`src/design/msp_pkg.sv`:
```
// msp_pkg: widths, constants and stage payload types of the moving sphere pair contact time block
// no dependencies
`timescale 1ns / 1ps
`default_nettype none
package msp_pkg;

  localparam int COORD_BITS = 16;
  localparam int FRAC_BITS  = 8;
  localparam int FIELD_W    = 48;
  localparam int RAD_W      = 16;
  localparam int TIME_W     = 16;

  localparam int DW     = COORD_BITS + 1;
  localparam int RSUM_W = RAD_W + 1;
  localparam int RR_W   = 2 * RSUM_W;
  localparam int PW     = 2 * DW;
  localparam int SW     = ((PW > RR_W) ? PW : RR_W) + 2;
  localparam int NW     = SW - 1;
  localparam int HL     = (NW + 1) / 2;
  localparam int HH     = NW - HL;
  localparam int DDW    = 2 * NW;
  localparam int RW     = NW;
  localparam int RMW    = RW + 3;
  localparam int QRW    = NW + TIME_W;

  typedef struct packed {
    logic          ovl;
    logic          quit;
    logic [NW-1:0] nb;
    logic [NW-1:0] vv;
  } msp_ctl_t;

  typedef struct packed {
    msp_ctl_t       ctl;
    logic [RMW-1:0] rem;
    logic [RW-1:0]  root;
    logic [DDW-1:0] d;
  } msp_sq_t;

  typedef struct packed {
    logic              ovl;
    logic              quit;
    logic              sat;
    logic [QRW-1:0]    rem;
    logic [QRW-1:0]    den;
    logic [TIME_W-1:0] q;
  } msp_dv_t;

endpackage
`default_nettype wire

```
`src/design/msp_sqrt_cell.sv`:
```
// msp_sqrt_cell: one root digit of the integer square root, two radicand bits a cell
// depends on msp_pkg
`timescale 1ns / 1ps
`default_nettype none
module msp_sqrt_cell (
  input  wire logic         clk,
  input  wire logic         rst_n,
  input  wire logic         up_valid,
  input  msp_pkg::msp_sq_t  up_data,
  output logic              up_ready,
  output logic              dn_valid,
  output msp_pkg::msp_sq_t  dn_data,
  input  wire logic         dn_ready
);
  import msp_pkg::*;

  logic           v_r;
  msp_sq_t        d_r, d_nxt;
  logic [RMW-1:0] rem_sh, trial;
  logic           ge;

  assign up_ready = !v_r || dn_ready;
  assign dn_valid = v_r;
  assign dn_data  = d_r;

  always_comb begin
    rem_sh      = {up_data.rem[RMW-3:0], up_data.d[DDW-1 -: 2]};
    trial       = RMW'({up_data.root, 2'b01});
    ge          = rem_sh >= trial;
    d_nxt.ctl   = up_data.ctl;
    d_nxt.rem   = ge ? rem_sh - trial : rem_sh;
    d_nxt.root  = {up_data.root[RW-2:0], ge};
    d_nxt.d     = up_data.d << 2;
  end

  always_ff @(posedge clk) begin
    if (!rst_n) begin
      v_r <= 1'b0;
    end else if (up_ready) begin
      v_r <= up_valid;
    end
  end

  always_ff @(posedge clk) begin
    if (up_ready) d_r <= d_nxt;
  end
endmodule
`default_nettype wire

```
`config.mk`:
```
export PLATFORM = sky130hd
export DESIGN_NAME = msp_sqrt_cell
export DESIGN_NICKNAME = d
export VERILOG_FILES = /design/src/design/msp_pkg.sv /design/src/design/msp_sqrt_cell.sv
export SDC_FILE = /design/constraint.sdc
export NUM_CORES = 1
export LEC_CHECK = 0
export ABC_CLOCK_PERIOD_IN_PS = 19120
export BUFFER_PORTS_ARGS = -buffer_cell sky130_fd_sc_hd__buf_2
export CORE_AREA = 2 2 169 171
export DETAILED_ROUTE_END_ITERATION = 7
export DIE_AREA = 0 0 171 173
export HOLD_SLACK_MARGIN = 0.06
export PLACE_DENSITY = 0.7
export SLEW_MARGIN = 20
export SYNTH_ARGS = -nofsm -noshare
export SYNTH_HDL_FRONTEND = slang
export SYNTH_SLANG_ARGS = --single-unit
```
`constraint.sdc`:
```
create_clock -name clk -period 19.12 [get_ports clk]
set_clock_uncertainty 0.1 [all_clocks]
set_input_delay 0.956 -clock clk [delete_from_list [all_inputs] [get_ports clk]]
set_output_delay 0.956 -clock clk [all_outputs]
set_load 0.01 [all_outputs]
```
==> results.py <==
metrics = {
    "logic_synthesis": {
        "yosys.area.top_type": "edfxtp_1",
        "syn-mean-instance-area_sq_um": 14.3,
        "synth_cell_type_count": 61,
        "synth-adder-area-share_pct": 5.05,
        "syn-cell-area_sq_um": 9160,
        "synthArstFlopShare_pct": 0,
        "synth_edf_count": 213,
        "yosys_most_used_dff": "edfxtp_1",
        "netlist_top_cells_area": "edfxtp_1, ha_1, nand2_1",
        "synth_top_family_by_area": "compound AO/OA/AOI/OAI gates",
        "ys_ff_latch": 214,
        "ys_seq_area_share_pct": 70.1,
        "synth_compound_area_share_pct": 11.4,
        "yosysTopAreaCellShare_pct": 69.8,
        "muxShareOfSynthArea_pct": 0.369,
        "synth_common_cells": "edfxtp_1, nand2_1, inv_1",
        "synth_xor_area_share_pct": 3.25,
        "synthCells": 640,
        "post-synth-top-count-cell": "edfxtp_1",
        "yosysWarningCount": 0,
        "synth-simple-area-share_pct": 7.01,
    },
    "sta": {
        "whs_ns": 0.519,
        "setup_slack_ns": 14.84,
        "finalHoldViolCount": 0,
        "fin_tns_setup_ns": 0,
        "slew_violations": 0,
        "fin_crit_sh_pct": 22.4,
        "rsz0062_at_grt": "false",
        "slew_headroom_pct": 19.6,
        "tightest_slew_ns": 1.21,
        "setup_viol": 0,
        "period_minus_slack_ns": 4.28,
        "max_freq_ghz": 0.234,
    },
    "critical_path": {
        "end_kind": "register",
        "worstPathRequired_ns": 19.28,
        "cp_slowest_cell": "o22ai_4",
        "r2r_slack_ns": 16.93,
        "cp.arrival_ns": 4.44,
        "crit_path_max_incr_delay_ns": 0.73,
        "critPathMaxFanout": 38,
        "start_kind": "primary input",
        "criticalPathCategory": "in2reg",
        "worstPathCellList": "buf_2, inv_1, ha_1, a211o_1, a211oi_1, nor2_1, nor4_2, o21ai_4, o22ai_4, buf_4, mux2_1",
        "cpLargestDelayFamily": "compound AO/OA/AOI/OAI gates",
        "path_buf_inv": 3,
    },
    "routing": {
        "detail_route.iter0.violations": 451,
        "drt-wirelength-per-cell_um": 19.2,
        "firstDrtPassIters": 4,
        "drc": 0,
        "vias_per_cell": 4.66,
        "via_count": 6966,
        "postRouteAntennaNets": 0,
        "wl_mm": 28.7,
    },
    "clock_network": {
        "clk_pin_slew_worst_paths_ns": 0.06,
        "insertion_delay_ns": 0.50,
        "cts_resized": 0,
        "clockRootBuffer": "clkbuf_16",
        "numCtsBuffers": 24,
        "h-tree-depth": 1,
        "cts_hold_buf": 0,
        "cts_sinks": 214,
        "cts_setup_buffers": 0,
        "clk_path_buf_depth": 3,
        "cts_tree": "yes",
    },
    "floorplanning": {
        "die_w_um": 171,
        "die_area_sq_um": 29600,
        "floorplan.initialDensity_pct": 33.1,
        "core_area_sq_um": 27600,
        "ios": 436,
        "die_y_um": 173,
        "rows": 61,
    },
    "min_path": {
        "min_path_type": "in2reg",
    },
    "finish": {
        "fin_nets": 1339,
        "area_delta_synth_final_pct": 37.0,
        "fin_cells": 1494,
        "final_layout_size_suffix_gt1_share_pct": 44.2,
    },
    "placed_design": {
        "io_buffers": 431,
        "pre_cts_ws_ns": 14.22,
        "dpl.hpwl_mm": 22.7,
        "globalplace.congestion": 0.865,
        "dpl.cell_count": 1435,
    },
    "power": {
        "powerDensity_nw_per_um2": 98.8,
        "leakage_uw": 0.00560,
        "ir_worst_vdd_mv": 0.0610,
        "finalPower_uw": 1240,
    },
    "global_routing": {
        "gr-total-overflow": 0,
        "grt_pass1_vias": 6954,
        "grt_pass1_wl_mm": 41.5,
        "grt_usage_pct": 18.7,
        "antenna_found_initial": 16,
        "grt_max_degree": 179,
    },
    "flow_run": {
        "maxCapViolations": 0,
    },
    "outcome": {
        "status": "completed",
    },
}
-- logic make-up (layout without fill, tap and decap cells) --
logic type / count (synthesis) / after routing
AOI/OAI and AO/OA: 157 / 157
muxes: 3 / 3
other: 1 / 18
and+or+nand+nor: 132 / 132
adders and majority gates: 37 / 37
xor gates and xnor gates: 34 / 34
buffers and inverters: 62 / 521
DFF: 214 / 214
-- metal layers --
metal	track usage (%)	part of all wire (%)	up-vias
met5	0	0.045	-
met4	8.09	2.6	2
met3	5.38	8.1	49
met2	32.4	52	279
met1	21.2	37	3317
li1	-	-	3319
-- sequential cells by signal, indices dropped and copies added (netlist names) --
register  count
dn_data     213
dn_valid      1
-- cell type report --
class                   count  area, sq um
diodes                     16         40.0
clock buffers              30          644
clock inverters            13          128
fillers                  2547        15100
inverters                  45          169
multi-input cells         365         2500
flip-flops and latches    214         6420
well taps                 378          473
repair buffers            433         2180
-- power by group --
group	switching (uW)	total [uW]	internal, uW	leakage [uW]
Combinational	123	208	84.6	0.00301
Sequential	11.2	580	569	0.00222
Clock	186	452	267	0.000369
-- path summary, 6_finish.rpt --
kind / to / startpoint / depth (start not counted)
worst max register to register: dn_data[162] / dn_valid / 2
worst min register to register: dn_data[79] / dn_valid / 1
worst max-delay path: dn_data[118] / up_data[75] / 11
worst min-delay path: dn_data[148] / up_data[148] / 1
-- worst reg2reg max path, cell delays in order (launching register included) --
cell      delay [ns]
dfxtp_1         0.33
nand2b_4        0.41
buf_12          0.54
-- layout by cell type, fill, tap and decap left out, types with 3 or more instances in the layout --
master / synthesis / final
buf_2: 7 / 431
edfxtp_1: 213 / 213
nand2_1: 60 / 60
inv_1: 45 / 45
ha_1: 37 / 37
o21ai_1: 36 / 36
a21oi_1: 26 / 26
clkbuf_16: 0 / 25
xnor2_1: 21 / 21
a21o_1: 19 / 19
nor2_1: 18 / 18
diode_2: 0 / 16
o21ai_0: 14 / 14
nand3_1: 13 / 13
xor2_1: 13 / 13
o211ai_1: 10 / 10
o21bai_1: 9 / 9
a31oi_1: 8 / 8
and3_1: 7 / 7
clkinv_2: 0 / 5
clkbuf_1: 7 / 5
and4_1: 4 / 4
o21a_1: 4 / 4
a211oi_1: 4 / 4
nand4_1: 4 / 4
nor3_1: 4 / 4
nand2b_1: 5 / 4
clkinvlp_4: 0 / 4
nor3b_1: 3 / 3
o31ai_1: 3 / 3
a21boi_0: 3 / 3
-- stage by stage --
step | util (%) | instance area [sq um]
after floorplan | - | 9160
after global placement | 42.5 | 11700
after global routing | 45.4 | 12500
after CTS | 45.3 | 12500
after detailed placement | 42.5 | 11700
final | 45.4 | 12600
No activity file was read; power rests on OpenSTA's default activity.
