--- src/design/msp_pkg.sv ---
// msp_pkg: widths, constants and stage payload types of the moving sphere pair contact time block
// no dependencies
`timescale 1ns / 1ps
`default_nettype none
package msp_pkg;

  localparam int COORD_BITS = 16;
  localparam int FRAC_BITS  = 8;
  localparam int FIELD_W    = 48;
  localparam int RAD_W      = 16;
  localparam int TIME_W     = 16;

  localparam int DW     = COORD_BITS + 1;
  localparam int RSUM_W = RAD_W + 1;
  localparam int RR_W   = 2 * RSUM_W;
  localparam int PW     = 2 * DW;
  localparam int SW     = ((PW > RR_W) ? PW : RR_W) + 2;
  localparam int NW     = SW - 1;
  localparam int HL     = (NW + 1) / 2;
  localparam int HH     = NW - HL;
  localparam int DDW    = 2 * NW;
  localparam int RW     = NW;
  localparam int RMW    = RW + 3;
  localparam int QRW    = NW + TIME_W;

  typedef struct packed {
    logic          ovl;
    logic          quit;
    logic [NW-1:0] nb;
    logic [NW-1:0] vv;
  } msp_ctl_t;

  typedef struct packed {
    msp_ctl_t       ctl;
    logic [RMW-1:0] rem;
    logic [RW-1:0]  root;
    logic [DDW-1:0] d;
  } msp_sq_t;

  typedef struct packed {
    logic              ovl;
    logic              quit;
    logic              sat;
    logic [QRW-1:0]    rem;
    logic [QRW-1:0]    den;
    logic [TIME_W-1:0] q;
  } msp_dv_t;

endpackage
`default_nettype wire

--- src/design/msp_div_cell.sv ---
// msp_div_cell: one quotient bit of the contact time division
// depends on msp_pkg
`timescale 1ns / 1ps
`default_nettype none
module msp_div_cell (
  input  wire logic         clk,
  input  wire logic         rst_n,
  input  wire logic         up_valid,
  input  msp_pkg::msp_dv_t  up_data,
  output logic              up_ready,
  output logic              dn_valid,
  output msp_pkg::msp_dv_t  dn_data,
  input  wire logic         dn_ready
);
  import msp_pkg::*;

  logic    v_r;
  msp_dv_t d_r, d_nxt;
  logic    ge;

  assign up_ready = !v_r || dn_ready;
  assign dn_valid = v_r;
  assign dn_data  = d_r;

  always_comb begin
    ge        = up_data.rem >= up_data.den;
    d_nxt     = up_data;
    d_nxt.rem = ge ? up_data.rem - up_data.den : up_data.rem;
    d_nxt.q   = {up_data.q[TIME_W-2:0], ge};
    d_nxt.den = up_data.den >> 1;
  end

  always_ff @(posedge clk) begin
    if (!rst_n) begin
      v_r <= 1'b0;
    end else if (up_ready) begin
      v_r <= up_valid;
    end
  end

  always_ff @(posedge clk) begin
    if (up_ready) d_r <= d_nxt;
  end
endmodule
`default_nettype wire

--- config.mk ---
export PLATFORM = sky130hd
export DESIGN_NAME = msp_div_cell
export DESIGN_NICKNAME = d
export VERILOG_FILES = /design/src/design/msp_pkg.sv /design/src/design/msp_div_cell.sv
export SDC_FILE = /design/constraint.sdc
export NUM_CORES = 1
export LEC_CHECK = 0
export ABC_CLOCK_PERIOD_IN_PS = 4500
export BUFFER_PORTS_ARGS = -buffer_cell sky130_fd_sc_hd__buf_2
export CAP_MARGIN = 20
export CORE_MARGIN = 8
export CORE_UTILIZATION = 52
export DETAILED_ROUTE_END_ITERATION = 8
export HOLD_SLACK_MARGIN = 0.08
export PLACE_DENSITY = 0.81
export SYNTH_ARGS = -nofsm -noshare
export SYNTH_HDL_FRONTEND = slang
export SYNTH_SLANG_ARGS = --single-unit
--- constraint.sdc ---
create_clock -name clk -period 4.5 [get_ports clk]
set_clock_uncertainty 0.15 [all_clocks]
set_input_delay 0.45 -clock clk [delete_from_list [all_inputs] [get_ports clk]]
set_output_delay 0.45 -clock clk [all_outputs]
set_load 0.01 [all_outputs]
==> results.sh <==
export IMPL_critPathArrivalTime_ns=4.20
export IMPL_power_total_mw=3.69
export IMPL_hpwl_mm=17.1
export IMPL_cts_tree="done"
export IMPL_firstDrtPassIters=5
export IMPL_area_delta_synth_final_pct=33.0
export IMPL_die_w_um=138
export IMPL_worst_setup_path_end_kind="flip-flop"
export IMPL_multi_input_area_um2=3730
export IMPL_via_count=6985
export IMPL_ys_flop_type="edfxtp_1"
export IMPL_numCtsBuffers=17
export IMPL_cp_max_fo=20
export IMPL_core_um2=14600
export IMPL_start_kind="input port"
export IMPL_powerDensity_nw_per_um2=356
export IMPL_p_clk_share_pct=34.7
export IMPL_ant_nets=0
export IMPL_power_switching_mw=1.11
export IMPL_ir_drop_v=0.000272
export IMPL_synth_yosys_seq_area_share_pct=46.5
export IMPL_ys_seq_elements=121
export IMPL_setup_violations=0
export IMPL_drive_above_1_share_pct=31.5
export IMPL_synthCells=741
export IMPL_io_buffer_count=245
export IMPL_fin_tns_setup_ns=0
export IMPL_drc=0
export IMPL_drv_slew=0
export IMPL_htree_levels=4
export IMPL_grt_ovfl_total=0
export IMPL_combPwrFrac_pct=26.6
export IMPL_cts_resized=0
export IMPL_max_cap_violations=0
export IMPL_rsz0062_at_grt="no"
export IMPL_p_leak_nw=4.74
export IMPL_required_ns=4.52
export IMPL_fillers=1060
export IMPL_clockBufferDepth=2
export IMPL_row_count=44
export IMPL_hold_viol=0
export IMPL_grt_pass1_wl_mm=36.9
export IMPL_max_clock_freq_mhz=239
export IMPL_clockRootBuffer="clkbuf_16"
export IMPL_grt_start_max_net_pins=64
export IMPL_antenna_found_initial=2
export IMPL_p_int_mw=2.58
export IMPL_dieArea_um2=19100
export IMPL_crit_family="simple AND/OR/NAND/NOR gates"
export IMPL_yosysWarningCount=0
export IMPL_drtIter0Drc=683
export IMPL_finalWorstPathRequiredPeriod_ns=4.18
export IMPL_whs_ns=0.0952
export IMPL_crit_chain="dlygate4sd3_1 > buf_2 > inv_1 > ha_1 > nand4_1 > nor3_1 > nand4b_1 > o31ai_4 > nor2_1 > or2_1 > and2_4 > inv_2 > buf_4 > mux2_2"
export IMPL_place_inst=1144
export IMPL_pwr_share_seq_pct=38.7
export IMPL_seqCellArea_um2=3620
export IMPL_cpPeakStageDelay_ns=0.54
export IMPL_critical_path_class="in -> reg"
export IMPL_syn_area_um2=7790
export IMPL_status="complete, no violations"
export IMPL_path_clk_slew_ns=0.06
export IMPL_place_congestion=0.898
export IMPL_cpMaxStageDelayCell="dlygate4sd3_1"
export IMPL_die_h_um=138
export IMPL_gr_usage_all_layers_pct=23.7
export IMPL_start_util_pct=53.4
export IMPL_crit_buf_inv=5
export IMPL_finalInstanceArea_um2=10400
export IMPL_avgSynthCellArea_um2=10.5
export IMPL_slew_headroom_pct=45.2
export IMPL_power_switching_share_pct=30.1
export IMPL_placed_area_um2=9150
export IMPL_min_path_type="in -> reg"
export IMPL_synth_distinct_cells=75
export IMPL_wl_per_cell_um=18.7
export IMPL_finalNonFillerCells=1243
export IMPL_finalCritPeriodShare_pct=92.9
export IMPL_routed_wl_mm=23.3
export IMPL_final_nets=1221
export IMPL_tightest_slew_ns=0.821
export IMPL_cts_sinks=121
export IMPL_async_reset_ff_share_pct=0
export IMPL_clk_latency_ns=0.42
export IMPL_synthesis_nets=918
export IMPL_synth_edf_count=120
export IMPL_via_per_inst=5.62
export IMPL_grt_pass1_vias=7189
export IMPL_io_pin_count=248
-- Yosys cell counts, drive strengths merged (2+ instances only) --
master	count	share of area, %
edfxtp	120	46
inv	71	3.4
a21oi	56	3.6
ha	51	8.2
nand2	46	2.2
a21o	35	3.4
o21ai	34	2.2
nand3	33	2.1
mux2	32	4.6
nor2	28	1.3
xnor2	27	3.0
clkbuf	22	1.1
nand4	16	1.4
nor3	15	0.96
buf	12	1.2
and3	11	0.88
o21bai	11	1.1
o31ai	11	1.4
o21a	10	0.96
a31oi	9	0.72
xor2	9	1.0
and2	8	0.67
a211oi	5	0.55
a21boi	5	0.48
a221oi	5	0.64
o211ai	5	0.48
o41ai	4	0.55
or2	4	0.32
a211o	3	0.34
a221o	3	0.39
nand2b	3	0.24
nor2b	3	0.24
nor4	3	0.32
a2111oi	2	0.22
and4	2	0.22
o2111ai	2	0.22
or3	2	0.16
-- flip-flops by register name, indices dropped and copies added (netlist names) --
register  count
dn_valid      1
dn_data     120
-- stage by stage --
step / utilization [%] / worst slack, ns
2_1_floorplan: - / 0.280
3_3_place_gp: 62.7 / 0.474
3_5_place_dp: 62.7 / 0.414
4_1_cts: 71.0 / 0.334
5_1_grt: 71.0 / 0.0553
6_report: 71.0 / 0.320
-- area by class of cell --
class | instances | share of cell area (%)
diodes | 2 | 0.0483
repair buffers | 318 | 18.8
clock buffers | 17 | 4.11
well taps | 184 | 2.22
clock inverters | 15 | 1.24
flip-flops and latches | 121 | 35.0
inverters | 71 | 2.57
multi-input cells | 515 | 36.0
-- per-layer routing --
metal	GRT usage, %	wire, um
met5	0	0
met4	8.01	456
met3	7.67	2190
met2	40.5	11300
met1	27.5	9400
-- logic make-up (layout without fill, tap and decap cells) --
| family | after synthesis | after routing | synth area share, % |
|---|---|---|---|
| flops | 121 | 121 | 46.5 |
| buf+inv | 105 | 421 | 5.72 |
| fa+ha+maj | 52 | 52 | 8.45 |
| mux | 33 | 33 | 4.76 |
| simple gates | 179 | 179 | 11.7 |
| other cells | 1 | 3 | 0.0482 |
| xor+xnor | 36 | 36 | 4.05 |
| compound gates | 214 | 214 | 18.8 |
-- power by group through the flow --
stage / logic [mW] / clock network (mW) / registers, mW
after global routing: 1.07 / 1.34 / 1.44
after floorplan: 0.527 / 0 / 1.53
final: 0.981 / 1.28 / 1.43
after global placement: 0.913 / 0 / 1.44
after CTS: 0.977 / 1.30 / 1.43
after detailed placement: 0.927 / 0 / 1.45
-- layout by cell type, fill, tap and decap left out, types with 3 or more instances in the layout --
cell,netlist,layout
buf_2,6,245
edfxtp_1,120,120
inv_1,70,70
dlygate4sd3_1,0,65
a21oi_1,56,56
ha_1,51,51
nand2_1,46,46
a21o_1,35,35
nand3_1,33,33
o21ai_0,32,32
mux2_2,32,32
nor2_1,28,28
xnor2_1,27,27
clkbuf_16,0,17
nand4_1,15,15
nor3_1,15,15
and3_1,11,11
o21bai_1,11,11
o21a_1,10,10
a31oi_1,9,9
xor2_1,9,9
o31ai_1,8,8
clkinvlp_4,0,8
buf_4,1,7
and2_1,6,6
o211ai_1,5,5
a21boi_0,5,5
a211oi_1,4,4
a221oi_1,4,4
or2_2,3,3
nor2b_1,3,3
a221o_1,3,3
a211o_1,3,3
o41ai_1,3,3
-- what timing repair did --
action / CTS / global route
hold endpoints to repair: 65 / 0
hold buffers: 65 / 0
buffers inserted: 0 / 0
-- final timing paths --
check / to / slack, ns / cells past startpoint / from
setup / recovery: dn_data[84]$_DFFE_PP_ / 0.32 / 14 / up_data[33]
hold / removal: dn_data[22]$_DFFE_PP_ / 0.1 / 1 / up_data[23]
setup reg to reg: dn_data[34]$_DFFE_PP_ / 2.66 / 2 / dn_valid$_SDFFE_PN0P_
hold reg to reg: dn_data[116]$_DFFE_PP_ / 0.98 / 1 / dn_valid$_SDFFE_PN0P_
Power figures use the tool's default switching activity.
